===== config.mk =====
export PLATFORM = sky130hd
export DESIGN_NAME = modbus_master_transaction_fsm
export DESIGN_NICKNAME = d
export VERILOG_FILES = /design/src/hw/rtl/mmt_pkg.sv /design/src/hw/rtl/mmt_step.sv /design/src/hw/rtl/mmt_state.sv /design/src/hw/rtl/modbus_master_transaction_fsm.sv
export SDC_FILE = /design/constraint.sdc
export NUM_CORES = 1
export LEC_CHECK = 0
export BUFFER_PORTS_ARGS = -buffer_cell sky130_fd_sc_hd__buf_2
export CORE_ASPECT_RATIO = 0.7
export CORE_MARGIN = 2
export CORE_UTILIZATION = 60
export CTS_BUF_LIST = sky130_fd_sc_hd__clkbuf_16
export CTS_CLUSTER_SIZE = 30
export DETAILED_ROUTE_END_ITERATION = 10
export PLACE_DENSITY = 0.86
export RECOVER_POWER = 100
export SLEW_MARGIN = 40
export SYNTH_ARGS = -nofsm -noshare
export SYNTH_HDL_FRONTEND = slang
export SYNTH_HIERARCHICAL = 1
export SYNTH_SLANG_ARGS = --single-unit
export TNS_END_PERCENT = 1

===== constraint.sdc =====
create_clock -name i_clk -period 16.39 [get_ports i_clk]
set_input_delay 1.639 -clock i_clk [delete_from_list [all_inputs] [get_ports i_clk]]
set_output_delay 1.639 -clock i_clk [all_outputs]
set_load 0.02 [all_outputs]

===== src/hw/rtl/mmt_pkg.sv =====
// Shared types, codes and helpers of the Modbus master transaction controller.
package mmt_pkg;

    // Event kinds.
    localparam logic [1:0] FUNC_SUBMIT = 2'd0;
    localparam logic [1:0] FUNC_POLL   = 2'd1;
    localparam logic [1:0] FUNC_RESET  = 2'd2;

    // Submit return codes.
    localparam logic [2:0] RC_OK       = 3'd0;
    localparam logic [2:0] RC_INVALID  = 3'd1;
    localparam logic [2:0] RC_BUSY     = 3'd2;
    localparam logic [2:0] RC_SEND_ERR = 3'd3;
    localparam logic [2:0] RC_NONE     = 3'd4;

    // Last status codes.
    localparam logic [2:0] LS_OK       = 3'd0;
    localparam logic [2:0] LS_TXFAIL   = 3'd1;
    localparam logic [2:0] LS_TIMEOUT  = 3'd2;
    localparam logic [2:0] LS_SENDERR  = 3'd3;
    localparam logic [2:0] LS_RELERR   = 3'd4;

    // Transmit and parse outcomes.
    localparam logic [1:0] TXR_DONE    = 2'd1;
    localparam logic [1:0] TXR_FAIL    = 2'd2;
    localparam logic [1:0] PR_OK       = 2'd0;
    localparam logic [1:0] PR_EXC      = 2'd1;

    // Reported state codes.
    localparam logic [3:0] SC_IDLE    = 4'd0;
    localparam logic [3:0] SC_TX      = 4'd1;
    localparam logic [3:0] SC_BCAST   = 4'd2;
    localparam logic [3:0] SC_WAIT    = 4'd3;
    localparam logic [3:0] SC_DONE    = 4'd4;
    localparam logic [3:0] SC_TIMEOUT = 4'd5;
    localparam logic [3:0] SC_TERR    = 4'd6;
    localparam logic [3:0] SC_EXC     = 4'd7;
    localparam logic [3:0] SC_PERR    = 4'd8;

    localparam logic [8:0] MIN_REQ_LEN = 9'd4;

    typedef enum logic [8:0] {
        S_IDLE    = 9'b000000001,
        S_TX      = 9'b000000010,
        S_BCAST   = 9'b000000100,
        S_WAIT    = 9'b000001000,
        S_DONE    = 9'b000010000,
        S_TIMEOUT = 9'b000100000,
        S_TERR    = 9'b001000000,
        S_EXC     = 9'b010000000,
        S_PERR    = 9'b100000000
    } t_fsm;

    typedef struct packed {
        logic [1:0]  func;
        logic [31:0] current_tick;
        logic [31:0] timeout_ticks;
        logic [8:0]  request_length;
        logic [7:0]  request_address;
        logic        uart_busy;
        logic        send_ok;
        logic [1:0]  tx_result;
        logic        frame_ready;
        logic [1:0]  parse_result;
        logic        release_ok;
    } t_item;

    typedef struct packed {
        t_fsm        state;
        logic [31:0] start_tick;
        logic [31:0] timeout_limit;
        logic [2:0]  last_status;
        logic [31:0] completed;
        logic [31:0] timeouts;
        logic [31:0] transport_errors;
        logic [31:0] protocol_errors;
    } t_ctx;

    typedef struct packed {
        logic [2:0]  return_code;
        logic [3:0]  fsm_state;
        logic        finished;
        logic [2:0]  last_status;
        logic        abort_receive;
        logic [31:0] completed_total;
        logic [31:0] timeout_total;
        logic [31:0] transport_error_total;
        logic [31:0] protocol_error_total;
    } t_result;

    function automatic logic [3:0] state_code(input t_fsm s);
        logic [3:0] code;
        case (s)
            S_IDLE:    code = SC_IDLE;
            S_TX:      code = SC_TX;
            S_BCAST:   code = SC_BCAST;
            S_WAIT:    code = SC_WAIT;
            S_DONE:    code = SC_DONE;
            S_TIMEOUT: code = SC_TIMEOUT;
            S_TERR:    code = SC_TERR;
            S_EXC:     code = SC_EXC;
            S_PERR:    code = SC_PERR;
            default:   code = SC_IDLE;
        endcase
        return code;
    endfunction

endpackage


===== src/hw/rtl/mmt_step.sv =====
// Combinational next-state and result logic for one event.
module mmt_step (
    input  mmt_pkg::t_ctx    i_ctx,
    input  mmt_pkg::t_item   i_item,
    output mmt_pkg::t_ctx    o_ctx,
    output mmt_pkg::t_result o_res
);

    logic [31:0] elapsed;
    logic        timed_out;
    logic        busy_state;
    logic [2:0]  return_code;
    logic        abort_rx;
    logic        is_final;

    assign elapsed    = i_item.current_tick - i_ctx.start_tick;
    assign timed_out  = elapsed >= i_ctx.timeout_limit;
    assign busy_state = (i_ctx.state == mmt_pkg::S_TX) || (i_ctx.state == mmt_pkg::S_BCAST) ||
                        (i_ctx.state == mmt_pkg::S_WAIT);

    always_comb begin
        o_ctx       = i_ctx;
        return_code = mmt_pkg::RC_NONE;
        abort_rx    = 1'b0;
        case (i_item.func)
            mmt_pkg::FUNC_SUBMIT: begin
                if (i_item.request_length < mmt_pkg::MIN_REQ_LEN ||
                    i_item.timeout_ticks == 32'd0) begin
                    return_code = mmt_pkg::RC_INVALID;
                end else if (busy_state || i_item.uart_busy) begin
                    return_code = mmt_pkg::RC_BUSY;
                end else if (!i_item.send_ok) begin
                    o_ctx.last_status      = mmt_pkg::LS_SENDERR;
                    o_ctx.transport_errors = i_ctx.transport_errors + 32'd1;
                    o_ctx.state            = mmt_pkg::S_TERR;
                    return_code            = mmt_pkg::RC_SEND_ERR;
                end else begin
                    o_ctx.last_status   = mmt_pkg::LS_OK;
                    o_ctx.start_tick    = i_item.current_tick;
                    o_ctx.timeout_limit = i_item.timeout_ticks;
                    o_ctx.state         = (i_item.request_address == 8'd0) ?
                                          mmt_pkg::S_BCAST : mmt_pkg::S_TX;
                    return_code         = mmt_pkg::RC_OK;
                end
            end
            mmt_pkg::FUNC_POLL: begin
                case (i_ctx.state)
                    mmt_pkg::S_TX, mmt_pkg::S_BCAST: begin
                        if (i_item.tx_result == mmt_pkg::TXR_FAIL) begin
                            o_ctx.last_status      = mmt_pkg::LS_TXFAIL;
                            o_ctx.transport_errors = i_ctx.transport_errors + 32'd1;
                            o_ctx.state            = mmt_pkg::S_TERR;
                            abort_rx               = 1'b1;
                        end else if (i_item.tx_result == mmt_pkg::TXR_DONE) begin
                            if (i_ctx.state == mmt_pkg::S_BCAST) begin
                                o_ctx.state     = mmt_pkg::S_DONE;
                                o_ctx.completed = i_ctx.completed + 32'd1;
                            end else begin
                                // The response timeout runs from the end of transmission.
                                o_ctx.start_tick = i_item.current_tick;
                                o_ctx.state      = mmt_pkg::S_WAIT;
                            end
                        end else if (timed_out) begin
                            o_ctx.last_status = mmt_pkg::LS_TIMEOUT;
                            o_ctx.timeouts    = i_ctx.timeouts + 32'd1;
                            o_ctx.state       = mmt_pkg::S_TIMEOUT;
                            abort_rx          = 1'b1;
                        end
                    end
                    mmt_pkg::S_WAIT: begin
                        if (i_item.frame_ready) begin
                            if (!i_item.release_ok) begin
                                o_ctx.last_status      = mmt_pkg::LS_RELERR;
                                o_ctx.transport_errors = i_ctx.transport_errors + 32'd1;
                                o_ctx.state            = mmt_pkg::S_TERR;
                            end else begin
                                o_ctx.last_status = mmt_pkg::LS_OK;
                                if (i_item.parse_result == mmt_pkg::PR_OK) begin
                                    o_ctx.completed = i_ctx.completed + 32'd1;
                                    o_ctx.state     = mmt_pkg::S_DONE;
                                end else if (i_item.parse_result == mmt_pkg::PR_EXC) begin
                                    o_ctx.state = mmt_pkg::S_EXC;
                                end else begin
                                    o_ctx.protocol_errors = i_ctx.protocol_errors + 32'd1;
                                    o_ctx.state           = mmt_pkg::S_PERR;
                                end
                            end
                        end else if (timed_out) begin
                            o_ctx.last_status = mmt_pkg::LS_TIMEOUT;
                            o_ctx.timeouts    = i_ctx.timeouts + 32'd1;
                            o_ctx.state       = mmt_pkg::S_TIMEOUT;
                            abort_rx          = 1'b1;
                        end
                    end
                    default: begin
                    end
                endcase
            end
            mmt_pkg::FUNC_RESET: begin
                o_ctx.state = mmt_pkg::S_IDLE;
            end
            default: begin
            end
        endcase
    end

    assign is_final = (o_ctx.state == mmt_pkg::S_DONE) || (o_ctx.state == mmt_pkg::S_TIMEOUT) ||
                      (o_ctx.state == mmt_pkg::S_TERR) || (o_ctx.state == mmt_pkg::S_EXC) ||
                      (o_ctx.state == mmt_pkg::S_PERR);

    assign o_res.return_code           = return_code;
    assign o_res.fsm_state             = mmt_pkg::state_code(o_ctx.state);
    assign o_res.finished              = is_final;
    assign o_res.last_status           = o_ctx.last_status;
    assign o_res.abort_receive         = abort_rx;
    assign o_res.completed_total       = o_ctx.completed;
    assign o_res.timeout_total         = o_ctx.timeouts;
    assign o_res.transport_error_total = o_ctx.transport_errors;
    assign o_res.protocol_error_total  = o_ctx.protocol_errors;

endmodule


===== src/hw/rtl/mmt_state.sv =====
// Transaction state and counter registers, advanced by one event per enabled cycle.
module mmt_state (
    input  logic             i_clk,
    input  logic             i_rst_n,
    input  logic             i_en,
    input  mmt_pkg::t_item   i_item,
    output mmt_pkg::t_result o_res
);

    mmt_pkg::t_ctx r_ctx;
    mmt_pkg::t_ctx n_ctx;

    mmt_step u_step (
        .i_ctx  (r_ctx),
        .i_item (i_item),
        .o_ctx  (n_ctx),
        .o_res  (o_res)
    );

    always_ff @(posedge i_clk) begin
        if (!i_rst_n) begin
            r_ctx.state            <= mmt_pkg::S_IDLE;
            r_ctx.start_tick       <= 32'd0;
            r_ctx.timeout_limit    <= 32'd0;
            r_ctx.last_status      <= mmt_pkg::LS_OK;
            r_ctx.completed        <= 32'd0;
            r_ctx.timeouts         <= 32'd0;
            r_ctx.transport_errors <= 32'd0;
            r_ctx.protocol_errors  <= 32'd0;
        end else if (i_en) begin
            r_ctx <= n_ctx;
        end
    end

endmodule


===== src/hw/rtl/modbus_master_transaction_fsm.sv =====
// An accepted word is held in the input register; its result is then registered in the output register.
// Throughput: one event word per cycle while the output is not stalled; the state update is a single 32-bit
// subtract-and-compare plus counter increments between the input and output registers.
// Reset (synchronous, active low) empties both registers, returns the machine to
// idle and clears the start tick, the timeout, the last status and all four counters.
module modbus_master_transaction_fsm (
    input  logic        i_clk,
    input  logic        i_rst_n,
    input  logic        i_in_valid,
    output logic        o_in_stall,
    input  logic [1:0]  i_func,
    input  logic [31:0] i_current_tick,
    input  logic [31:0] i_timeout_ticks,
    input  logic [8:0]  i_request_length,
    input  logic [7:0]  i_request_address,
    input  logic        i_uart_busy,
    input  logic        i_send_ok,
    input  logic [1:0]  i_tx_result,
    input  logic        i_frame_ready,
    input  logic [1:0]  i_parse_result,
    input  logic        i_release_ok,
    output logic        o_out_valid,
    input  logic        i_out_stall,
    output logic [2:0]  o_return_code,
    output logic [3:0]  o_fsm_state,
    output logic        o_finished,
    output logic [2:0]  o_last_status,
    output logic        o_abort_receive,
    output logic [31:0] o_completed_total,
    output logic [31:0] o_timeout_total,
    output logic [31:0] o_transport_error_total,
    output logic [31:0] o_protocol_error_total
);

    logic             r_in_valid;
    mmt_pkg::t_item   r_item;
    logic             r_out_valid;
    mmt_pkg::t_result r_res;
    mmt_pkg::t_result step_res;
    logic             advance;
    logic             in_take;

    // The held word moves on whenever the output register is empty or being drained.
    assign advance    = r_in_valid && (!r_out_valid || !i_out_stall);
    assign o_in_stall = r_in_valid && !advance;
    assign in_take    = i_in_valid && !o_in_stall;

    always_ff @(posedge i_clk) begin
        if (!i_rst_n) begin
            r_in_valid <= 1'b0;
        end else if (in_take) begin
            r_in_valid <= 1'b1;
        end else if (advance) begin
            r_in_valid <= 1'b0;
        end
    end

    always_ff @(posedge i_clk) begin
        if (in_take) begin
            r_item.func            <= i_func;
            r_item.current_tick    <= i_current_tick;
            r_item.timeout_ticks   <= i_timeout_ticks;
            r_item.request_length  <= i_request_length;
            r_item.request_address <= i_request_address;
            r_item.uart_busy       <= i_uart_busy;
            r_item.send_ok         <= i_send_ok;
            r_item.tx_result       <= i_tx_result;
            r_item.frame_ready     <= i_frame_ready;
            r_item.parse_result    <= i_parse_result;
            r_item.release_ok      <= i_release_ok;
        end
    end

    mmt_state u_state (
        .i_clk   (i_clk),
        .i_rst_n (i_rst_n),
        .i_en    (advance),
        .i_item  (r_item),
        .o_res   (step_res)
    );

    always_ff @(posedge i_clk) begin
        if (!i_rst_n) begin
            r_out_valid <= 1'b0;
        end else if (advance) begin
            r_out_valid <= 1'b1;
        end else if (!i_out_stall) begin
            r_out_valid <= 1'b0;
        end
    end

    always_ff @(posedge i_clk) begin
        if (advance) begin
            r_res <= step_res;
        end
    end

    assign o_out_valid             = r_out_valid;
    assign o_return_code           = r_res.return_code;
    assign o_fsm_state             = r_res.fsm_state;
    assign o_finished              = r_res.finished;
    assign o_last_status           = r_res.last_status;
    assign o_abort_receive         = r_res.abort_receive;
    assign o_completed_total       = r_res.completed_total;
    assign o_timeout_total         = r_res.timeout_total;
    assign o_transport_error_total = r_res.transport_error_total;
    assign o_protocol_error_total  = r_res.protocol_error_total;

endmodule


* Word-level counts from Yosys, hierarchy flattened
Cells that the tools add are included.
** Word-level totals
- Register bits :: 437
- Output and inout bits :: 142
** Cells by class
- $add $sub $neg :: 5
- Magnitude comparators :: 2
- Equal/unequal tests :: 24
- Muxes and demuxes :: 62
- Bitwise gates (word level) :: 3
- Reduce and logical (&&, ||, !) cells :: 26
** Operator list (count)
- $mux 32 :: 22
- $mux 64 :: 4
- $pmux 99 s2 :: 1
- $mux 76 :: 2
- $add 32x1->32 const B :: 4
- $pmux 32 s2 :: 2
- $mux 9 :: 7
- $ge 32x32->1 :: 1
- $logic_not 32->1 :: 1
- $pmux 4 s8 :: 1
- $sub 32x32->32 :: 1
- $pmux 9 s3 :: 1
- $eq 9x2->1 const B :: 2
- $eq 9x3->1 const B :: 2
- $eq 9x4->1 const B :: 2
- $mux 3 :: 6
- $pmux 9 s2 :: 1
- $ne 2x2->1 const B :: 6
- $eq 9x5->1 const B :: 1
- $eq 9x6->1 const B :: 1
- $eq 9x7->1 const B :: 1
- $eq 9x8->1 const B :: 1
- $eq 9x9->1 const B :: 1
- $logic_or 1x1->1 :: 9
- other kinds (19) :: 42

* Logic depth before layout (Yosys ltp)
Gate-level depths: netlist of the first run.
- Word-level depth :: 12
- Gate-level depth with buffers :: 26

* Hierarchy
The synthesis of the first run kept the hierarchy.
** Modules (own cells, without submodules)
- mmt_step :: instances 1, cells each 1284, area an instance 8184.1 µm²
- mmt_state :: instances 1, cells each 657, area an instance 7786.2 µm²
- modbus_master_transaction_fsm :: instances 1, cells each 239, area an instance 7020.5 µm²

* Worst setup path after synthesis of the first run
No wires, ideal clock.
- Path kind :: in2reg
- From :: input port i_out_stall
- To :: register u_state/r_ctx[195] (netlist name)
- Data arrival time :: 13.595 ns
- Required time :: 16.266 ns
- Slack :: 2.671 ns
- Stages :: 6
- Buffers on the path :: 3
- Cell sequence :: a21boi_0 > buf_4 > buf_6 > buf_8 > mux2i_1 > nand2_1
** On the way
- Longest elaborated chain between the ends :: 3
** RTL lines
- from (decl) :: line modbus_master_transaction_fsm.sv:23 : input logic i_out_stall,
- $logic_not 1->1
- $logic_or 1x1->1 :: line modbus_master_transaction_fsm.sv:44 : assign advance = r_in_valid && (!r_out_valid || !i_out_stall);
- $logic_and 1x1->1 :: line modbus_master_transaction_fsm.sv:44
- to (signal assigned) :: line mmt_state.sv:31 : r_ctx <= n_ctx;
- to (decl) :: line mmt_state.sv:10 : mmt_pkg::t_ctx r_ctx;
Every way passes these cells.
A chain may end at the register's enable or synchronous reset.

* Final worst setup path of the first run
- From :: input port i_out_stall
- To :: register u_state/r_ctx[140] (netlist name)
** On the way
- Longest elaborated chain between the ends :: 4
** RTL lines
- $logic_not 1->1
- $logic_or 1x1->1 :: line modbus_master_transaction_fsm.sv:44
- $logic_and 1x1->1 :: line modbus_master_transaction_fsm.sv:44
- via advance :: line modbus_master_transaction_fsm.sv:40 : logic advance;
- $reduce_and 5->1 (no line)
The timed path passes the listed nets, and every way through them passes these cells.

==> run_results.csv, run 1 <==
group,metric,value,unit
timing,timing.final.crit_share,65.7,%
worst_setup_path,rr_endpoint,"u_state/r_ctx[140]$_SDFFE_PN0P_",
finish,synthToLayoutAreaGrowth,6.56,%
power_and_ir_drop,share_comb_of_total_power,8.8,%
floorplan,initial_utilization,61.3,%
timing,totalNegativeSetupSlack,0,ps
clocking,h-tree-depth,2,
timing,transition_at_the_pin_with_the_smallest_max_transition_slack,4340,ps
timing,final-setup-viol-count,0,
outcome,status,"complete, but fails checks",
floorplan,ioPinCount,237,
yosys,syn_area_cell,10.5,µm²
floorplan,floorplan.die.height,168,µm
route,via_count,16200,
route,viasPerCell,5.82,
floorplan,fp.dieArea,39800,µm²
global_route,grtUsageMet2,39.1,%
power_and_ir_drop,power_leakage,8.61,nW
timing,timing.final.ws_setup,5630,ps
power_and_ir_drop,totalPowerFinal,2.38,mW
timing,unrepaired_setup_endpoints_after_global_routing,"no",
global_route,globalRouteTotalUtil,24.8,%
flow_run,max_cap_viol_count,8,
clocking,clock-sinks,435,
clocking,clkSlewWorstSetupHoldPaths,60,ps
worst_setup_path,timing.critical_path.arrival,11200,ps
power_and_ir_drop,p_per_area,97.5,nW/µm²
floorplan,die-width,238,µm
worst_setup_path,ff2ff_path_depth,7,
worst_setup_path,timing.critical_path.to_type,"register",
yosys,syn_area,22900,µm²
route,final_antenna_net_count,0,
floorplan,placement_rows,59,
worst_setup_path,critical_path.endpoint,"u_state/r_ctx[140]$_SDFFE_PN0P_",
finish,final_core_util,65.3,%
route,first_iter_violations,1406,
placed_design,dpl_worst_slack,9410,ps
power_and_ir_drop,switching_share,23.5,%
worst_setup_path,worstSetupPathType,"input pin to register",
global_route,first_global_vias,15500,
global_route,grt_start_max_net_pins,120,
timing,slew_viols_final,598,
power_and_ir_drop,clock_power_share,41.0,%
yosys,post_synth_inst_count,2178,
clocking,worst_case_clock_buffer_depth,3,
placed_design,dp.final_hpwl,35700,µm
finish,finish.net_count,2421,
route,finalWirelength,51100,µm
timing,max-slew-margin-rel,-189,%
timing,fin_worst_skew,19.3,ps
clocking,cts.hold.buffers_added,0,
route,wl_per_cell,18.4,µm
clocking,number_of_buffers_inserted_during_clock_tree_synthesis,43,
placed_design,dpl.cell_count,2701,
route,drt_pre_antenna_iters,6,
power_and_ir_drop,worst_ir_drop_vdd,0.0000937,V
timing,max_freq,92.9,MHz
hold_path,worstHoldPathType,"register to register",
global_route,grtUsageMet1,33.8,%
clocking,clock_tree.root_cell,"sky130_fd_sc_hd__clkbuf_16",
worst_setup_path,setup.worst_path.start,"i_out_stall",
global_route,global_route.peak_usage_layer,"met2",
global_route,antenna_found_initial,2,
power_and_ir_drop,p_int,1.82,mW
worst_setup_path,setup.worst_path.start_class,"input pin",
worst_setup_path,worstReg2RegStart,"r_in_valid$_SDFFE_PN0P_",
outcome,failed_checks,"max-capacitance violations, max-slew violations",
timing,final.min_clock_period,10760,ps
yosys,total_of_warnings_raised_by_yosys,6,
timing,finalHoldViolations,0,
finish,post_route_cells_drive_above_1_share,8.20,%
placed_design,count_of_input_and_output_buffers,234,
worst_setup_path,critPathMaxFanout,59,
finish,layout.cells.most_common,"sky130_fd_sc_hd__edfxtp_1",
placed_design,globalplace.congestion,0.892,
power_and_ir_drop,seqPwrFrac,50.3,%
finish,finalNonFillerCells,2782,
floorplan,floorplan.core_area,37400,µm²
worst_setup_path,regToRegSetupSlack,6420,ps
yosys,synth_nets,2341,
clocking,clk_latency,560,ps
worst_setup_path,worst_ep_required_time,16820,ps
clocking,postCtsSetupRepairBufs,0,
clocking,tritoncts_clock_tree,"built",
power_and_ir_drop,switchingPower,0.560,mW
finish,most-common-layout-cells,"sky130_fd_sc_hd__edfxtp_1 (229), sky130_fd_sc_hd__nor2b_1 (215), sky130_fd_sc_hd__mux2i_1 (207)",
clocking,gates_resized_cts_repair,0,
global_route,grt_pass1_wl,80100,µm
global_route,gr-usage-met3,4.83,%
global_route,grt_remaining_overflow,0,
route,drc,0,
## flip-flops by register name (all words and copies together) (netlist names), 3 cells and up
signal                   count
o_return_code                3
o_protocol_error_total      32
o_last_status                3
u_state/r_ctx              204
o_timeout_total             32
o_fsm_state                  4
o_completed_total           32
r_item                      89
o_transport_error_total     32
## worst max-delay path, stage by stage
cell and delay (ps):
sky130_fd_sc_hd__clkbuf_1 100, sky130_fd_sc_hd__a21boi_0 270, sky130_fd_sc_hd__clkbuf_1 2180, sky130_fd_sc_hd__clkbuf_1 2770, sky130_fd_sc_hd__clkbuf_1 2740, sky130_fd_sc_hd__buf_4 960, sky130_fd_sc_hd__mux2i_1 310, sky130_fd_sc_hd__nor2b_1 70
## worst min-delay path by stage
stage                                     from  cells after the start                              end
2_1_floorplan          r_in_valid$_SDFFE_PN0P_                      2         o_out_valid$_SDFFE_PN0P_
3_3_place_gp   u_state/r_ctx[141]$_SDFFE_PN0P_                      2  u_state/r_ctx[141]$_SDFFE_PN0P_
3_5_place_dp    u_state/r_ctx[69]$_SDFFE_PN0P_                      2   u_state/r_ctx[69]$_SDFFE_PN0P_
4_1_cts        u_state/r_ctx[154]$_SDFFE_PN0P_                      2  u_state/r_ctx[154]$_SDFFE_PN0P_
5_1_grt        u_state/r_ctx[162]$_SDFFE_PN0P_                      2  u_state/r_ctx[162]$_SDFFE_PN0P_
6_report       u_state/r_ctx[162]$_SDFFE_PN0P_                      2  u_state/r_ctx[162]$_SDFFE_PN0P_
## per-layer routing
metal  wire length (µm)  vias to the layer above
met5                  0                        -
met1              22300                     7747
met3               3750                      114
met4               1770                        0
li1                   -                     7712
met2              23300                      624
## power groups by stage
stage	Clock, mW	Sequential, mW	Combinational (mW)
final	0.976	1.20	0.209
after global routing	1.04	1.20	0.226
after CTS	0.997	1.19	0.209
after detailed placement	0	1.22	0.208
after global placement	0	1.22	0.198
after floorplan	0	1.24	0.130
## per-stage QoR
| stage | hold slack (ps) | instance area, µm² |
|---|---|---|
| after global routing | 552 | 24400 |
| after CTS | 524 | 24800 |
| final | 520 | 24400 |
| after global placement | 497 | 23300 |
| after floorplan | 475 | 22900 |
| after detailed placement | 507 | 23400 |
## cell type report
class,count,area [µm²]
Multi-Input combinational cell,1434,9990
Inverter,94,353
Sequential cell,435,11000
Tap cell,488,611
Clock buffer,45,1130
Timing Repair Buffer,250,1080
Antenna cell,2,5.00
Fill cell,2892,13000
Clock inverter,34,269
Note: power is estimated with default switching activity, not from simulation.
==> run 2: changes to the inputs <==
clock period = 11 ns   (was 16.39 ns; I/O delays follow)
==> run_results.csv, run 2 (synthesized netlist as in run 1, its figures left out) <==
group,metric,value,unit
worst_setup_path,critPathMaxFanout,64,
worst_setup_path,worstSetupPathType,"input pin to register",
flow_run,max_cap_viol_count,9,
floorplan,fp.dieArea,39800,µm²
finish,num_antenna_cells,0,
power_and_ir_drop,switchingPower,0.840,mW
route,drt_pre_antenna_iters,7,
power_and_ir_drop,switching_share,23.6,%
finish,finalNonFillerCells,2782,
worst_setup_path,worst_path_max_delay_cell,"sky130_fd_sc_hd__clkbuf_1",
finish,post_route_cells_drive_above_1_share,8.15,%
power_and_ir_drop,clock_power_share,41.2,%
finish,regMostFlops,"u_state/r_ctx",
timing,max-slew-margin-rel,-220,%
worst_setup_path,timing.critical_path.arrival,8070,ps
finish,finish.net_count,2422,
clocking,clock-sinks,435,
power_and_ir_drop,p_int,2.72,mW
route,via_count,16200,
route,drc,0,
worst_setup_path,cell_class_contributing_the_biggest_share_of_worst_path_delay,"buffers and inverters",
route,viasPerCell,5.83,
timing,timing.final.crit_share,69.1,%
floorplan,floorplan.die.height,168,µm
global_route,grt_remaining_overflow,0,
floorplan,die-width,238,µm
clocking,clkSlewWorstSetupHoldPaths,60,ps
global_route,grt_start_max_net_pins,115,
clocking,h-tree-depth,2,
hold_path,timing.hold.worst_endpoint,"u_state/r_ctx[143]$_SDFFE_PN0P_",
finish,synthToLayoutAreaGrowth,6.61,%
global_route,first_global_vias,15600,
clocking,tritoncts_clock_tree,"built",
global_route,grt_pass1_wl,81300,µm
clocking,cts.hold.buffers_added,0,
clocking,postCtsSetupRepairBufs,0,
outcome,status,"complete, but fails checks",
timing,transition_at_the_pin_with_the_smallest_max_transition_slack,4800,ps
timing,final.min_clock_period,7610,ps
clocking,number_of_buffers_inserted_during_clock_tree_synthesis,43,
worst_setup_path,critPathMaxStageDelay,3400,ps
hold_path,min_delay_path_depth,2,
worst_setup_path,regToRegSetupSlack,3670,ps
hold_path,holdCritStartpoint,"u_state/r_ctx[143]$_SDFFE_PN0P_",
timing,slew_viols_final,547,
power_and_ir_drop,worst_ir_drop_vdd,0.000141,V
floorplan,placement_rows,59,
timing,totalNegativeSetupSlack,0,ps
worst_setup_path,setup.worst_path.start_class,"input pin",
power_and_ir_drop,p_per_area,146,nW/µm²
worst_setup_path,rr_endpoint,"u_state/r_ctx[142]$_SDFFE_PN0P_",
timing,finalHoldViolations,0,
outcome,failed_checks,"max-capacitance violations, max-slew violations",
worst_setup_path,timing.critical_path.to_type,"register",
placed_design,count_of_input_and_output_buffers,234,
finish,most-common-layout-cells,"sky130_fd_sc_hd__edfxtp_1 (229), sky130_fd_sc_hd__nor2b_1 (215), sky130_fd_sc_hd__mux2i_1 (207)",
power_and_ir_drop,share_comb_of_total_power,8.8,%
global_route,globalRouteTotalUtil,25.1,%
worst_setup_path,crit_buf_inv,3,
route,wl_per_cell,18.5,µm
worst_setup_path,setup.worst_path.start,"i_out_stall",
worst_setup_path,cell_seen_most_often_among_critical_path_stages,"sky130_fd_sc_hd__clkbuf_1",
floorplan,initial_utilization,61.3,%
route,first_iter_violations,1708,
placed_design,globalplace.congestion,0.922,
finish,reg_top3,"u_state/r_ctx x204, r_item x89",
worst_setup_path,worstReg2RegStart,"r_in_valid$_SDFFE_PN0P_",
hold_path,worstHoldPathType,"register to register",
placed_design,dp.final_hpwl,35600,µm
worst_setup_path,crit_path_cell_trace,"clkbuf_1 -> a21boi_0 -> clkbuf_1 -> clkbuf_1 -> mux2i_1 -> nor2b_1",
clocking,gates_resized_cts_repair,0,
global_route,antenna_found_initial,1,
timing,fin_worst_skew,14.2,ps
power_and_ir_drop,power_leakage,8.64,nW
finish,layout.cells.most_common,"sky130_fd_sc_hd__edfxtp_1",
route,final_antenna_net_count,0,
finish,largest_register_ffs,204,
floorplan,ioPinCount,237,
timing,final-setup-viol-count,0,
route,finalWirelength,51400,µm
placed_design,dpl.cell_count,2700,
worst_setup_path,ff2ff_path_depth,5,
clocking,clock_tree.root_cell,"sky130_fd_sc_hd__clkbuf_16",
timing,unrepaired_setup_endpoints_after_global_routing,"no",
floorplan,floorplan.core_area,37400,µm²
clocking,worst_case_clock_buffer_depth,3,
worst_setup_path,worst_ep_required_time,11470,ps
clocking,clk_latency,550,ps
timing,max_freq,131,MHz
power_and_ir_drop,seqPwrFrac,50.0,%
-- run 2: layer usage --
metal	up-vias	global-route usage [%]	part of all wire [%]
met1	7741	34.4	44
met3	106	4.15	6.9
li1	7723	-	-
met4	0	8.09	2.8
met5	-	0	0
met2	636	40.9	46
-- run 2: layout make-up --
cell class                      instances  area [µm²]
Clock buffer                           44        1100
Clock inverter                         36         299
Fill cell                            2879       13000
Inverter                               94         353
Multi-Input combinational cell       1434       10000
Sequential cell                       435       11000
Tap cell                              488         611
Timing Repair Buffer                  251        1080
-- run 2: how the worst max path moves through the flow --
stage	to	slack, ps	cells past startpoint
after CTS	u_state/r_ctx[94]$_SDFFE_PN0P_	4200	25
after detailed placement	u_state/r_ctx[94]$_SDFFE_PN0P_	4240	25
after floorplan	u_state/r_ctx[195]$_SDFFE_PN1P_	1720	6
final	u_state/r_ctx[142]$_SDFFE_PN0P_	3390	6
after global placement	u_state/r_ctx[90]$_SDFFE_PN0P_	4430	25
after global routing	u_state/r_ctx[142]$_SDFFE_PN0P_	2900	6
-- run 2: per-stage QoR --
step | utilization [%] | setup slack, ps | cell area [µm²] | power (mW) | hold slack (ps)
final | 65.3 | 3390 | 24400 | 3.56 | 524
after global placement | 62.2 | 4430 | 23300 | 2.11 | 497
after detailed placement | 62.4 | 4240 | 23300 | 2.12 | 507
after floorplan | - | 1720 | 22900 | 2.04 | 475
after CTS | 66.1 | 4200 | 24700 | 3.58 | 524
after global routing | 65.3 | 2900 | 24400 | 3.68 | 544
-- run 2: power groups by stage --
stage / logic [mW] / clock network, mW / registers, mW
after floorplan: 0.193 / 0 / 1.85
after global placement: 0.296 / 0 / 1.81
after detailed placement: 0.308 / 0 / 1.81
after CTS: 0.310 / 1.49 / 1.78
after global routing: 0.338 / 1.56 / 1.79
final: 0.312 / 1.47 / 1.78
-- run 2: worst min-delay path, stage by stage (launching register included) --
cell	delay (ps)
sky130_fd_sc_hd__dfxtp_1	330
sky130_fd_sc_hd__mux2i_1	70
sky130_fd_sc_hd__nor2b_1	90
==> run 3: changes to the inputs <==
clock period = 7.8 ns   (was 11 ns; I/O delays follow)
==> run_results.csv, run 3 (synthesized netlist as in run 1, its figures left out) <==
group,metric,value,unit
power_and_ir_drop,p_per_area,208,nW/µm²
worst_setup_path,cell_class_contributing_the_biggest_share_of_worst_path_delay,"compound AO/OA/AOI/OAI gates",
finish,regMostFlops,"u_state/r_ctx",
finish,largest_register_ffs,204,
finish,reg_top3,"u_state/r_ctx x204, r_item x89",
finish,post_route_cells_drive_above_1_share,8.60,%
timing,max-slew-margin-rel,-189,%
floorplan,ioPinCount,237,
clocking,tritoncts_clock_tree,"built",
route,drc,0,
placed_design,globalplace.congestion,0.891,
clocking,number_of_buffers_inserted_during_clock_tree_synthesis,43,
clocking,gates_resized_cts_repair,0,
route,first_iter_violations,1769,
clocking,clk_latency,550,ps
timing,finalHoldViolations,0,
finish,num_antenna_cells,0,
clocking,clkSlewWorstSetupHoldPaths,60,ps
floorplan,placement_rows,59,
route,final_antenna_net_count,0,
timing,transition_at_the_pin_with_the_smallest_max_transition_slack,4340,ps
route,via_count,16200,
global_route,globalRouteTotalUtil,25.0,%
clocking,worst_case_clock_buffer_depth,3,
worst_setup_path,worst_path_max_delay_cell,"sky130_fd_sc_hd__a311oi_1",
finish,most-common-layout-cells,"sky130_fd_sc_hd__edfxtp_1 (229), sky130_fd_sc_hd__nor2b_1 (215), sky130_fd_sc_hd__mux2i_1 (207)",
worst_setup_path,crit_buf_inv,3,
clocking,clock-sinks,435,
hold_path,min_delay_path_depth,1,
worst_setup_path,timing.critical_path.arrival,7440,ps
worst_setup_path,timing.critical_path.to_type,"register",
hold_path,timing.hold.worst_endpoint,"r_item[77]$_DFFE_PP_",
placed_design,postPlaceCellArea,23400,µm²
floorplan,fp.dieArea,39800,µm²
hold_path,holdCritStartpoint,"i_current_tick[20]",
timing,totalNegativeSetupSlack,0,ps
global_route,grt_start_max_net_pins,149,
route,finalWirelength,51200,µm
worst_setup_path,worstSetupPathType,"register to register",
worst_setup_path,critPathMaxFanout,8,
timing,slew_viols_final,508,
route,viasPerCell,5.83,
placed_design,dp.final_hpwl,35300,µm
clocking,cts.hold.buffers_added,0,
timing,fin_worst_skew,17.9,ps
route,wl_per_cell,18.4,µm
floorplan,floorplan.die.height,168,µm
power_and_ir_drop,worst_ir_drop_vdd,0.000196,V
floorplan,floorplan.core_area,37400,µm²
timing,final.min_clock_period,6980,ps
finish,layout.cells.most_common,"sky130_fd_sc_hd__edfxtp_1",
global_route,grt_pass1_wl,81000,µm
timing,max_freq,143,MHz
worst_setup_path,critPathMaxStageDelay,620,ps
worst_setup_path,setup.worst_path.start_class,"register",
global_route,first_global_vias,15600,
floorplan,initial_utilization,61.3,%
clocking,h-tree-depth,2,
worst_setup_path,rr_endpoint,"u_state/r_ctx[90]$_SDFFE_PN0P_",
timing,unrepaired_setup_endpoints_after_global_routing,"no",
floorplan,die-width,238,µm
clocking,postCtsSetupRepairBufs,0,
power_and_ir_drop,power_leakage,8.65,nW
finish,finish.net_count,2421,
finish,stdcell_area,24500,µm²
worst_setup_path,regToRegSetupSlack,820,ps
worst_setup_path,worstReg2RegStart,"r_item[57]$_DFFE_PP_",
timing,final-setup-viol-count,0,
finish,synthToLayoutAreaGrowth,7.06,%
worst_setup_path,ff2ff_path_depth,26,
outcome,failed_checks,"max-capacitance violations, max-slew violations",
hold_path,worstHoldPathType,"input pin to register",
placed_design,count_of_input_and_output_buffers,234,
global_route,grt_remaining_overflow,0,
global_route,antenna_found_initial,1,
worst_setup_path,worst_ep_required_time,8270,ps
flow_run,max_cap_viol_count,6,
route,drt_pre_antenna_iters,9,
outcome,status,"complete, but fails checks",
timing,timing.final.crit_share,89.5,%
worst_setup_path,cell_seen_most_often_among_critical_path_stages,"sky130_fd_sc_hd__o21ai_0",
clocking,clock_tree.root_cell,"sky130_fd_sc_hd__clkbuf_16",
[run 3: changes by cell type in the layout (fill, tap and decap cells not counted), sizes merged]
cell	previous run	this run
inv	113	102
clkinv	12	18
bufinv	5	7
buf	91	90
clkbuf	204	205
clkinvlp	0	1
[run 3: stage by stage]
stage	std cells	hold WS (ps)	util (%)	total power, mW	setup WS (ps)
after detailed placement	2699	504	62.4	2.99	1160
after floorplan	2178	474	-	2.87	2030
final	2780	405	65.6	5.10	821
after CTS	2778	375	66.3	5.14	961
after global placement	2698	497	62.3	2.98	1310
after global routing	2780	377	65.6	5.26	346
[run 3: area by class of cell]
| cell class | instances | area, µm² |
|---|---|---|
| Clock buffer | 45 | 1130 |
| Tap cell | 488 | 611 |
| Multi-Input combinational cell | 1434 | 10000 |
| Fill cell | 2892 | 12900 |
| Clock inverter | 34 | 335 |
| Inverter | 94 | 353 |
| Timing Repair Buffer | 250 | 1110 |
| Sequential cell | 435 | 11000 |
[run 3: worst max path at each step]
stage,depth (start not counted),slack [ps],startpoint,end
floorplan,6,2030,i_out_stall,u_state/r_ctx[195]$_SDFFE_PN1P_
global placement,26,1310,r_item[57]$_DFFE_PP_,u_state/r_ctx[90]$_SDFFE_PN0P_
detailed placement,26,1160,r_item[57]$_DFFE_PP_,u_state/r_ctx[90]$_SDFFE_PN0P_
CTS,26,960,r_item[57]$_DFFE_PP_,u_state/r_ctx[90]$_SDFFE_PN0P_
global route,26,350,r_item[57]$_DFFE_PP_,u_state/r_ctx[90]$_SDFFE_PN0P_
finish,26,820,r_item[57]$_DFFE_PP_,u_state/r_ctx[90]$_SDFFE_PN0P_
[run 3: metal layers]
metal | global-route usage (%) | wire length [µm] | up-vias
li1 | - | - | 7711
met1 | 34.1 | 22300 | 7727
met2 | 41.1 | 23700 | 659
met3 | 4.14 | 3810 | 104
met4 | 7.47 | 1410 | 0
met5 | 0 | 0 | -
[run 3: power breakdown]
| part | switching [mW] | internal (mW) |
|---|---|---|
| clock | 0.869 | 1.28 |
| sequential | 0.0342 | 2.48 |
| combinational | 0.269 | 0.167 |
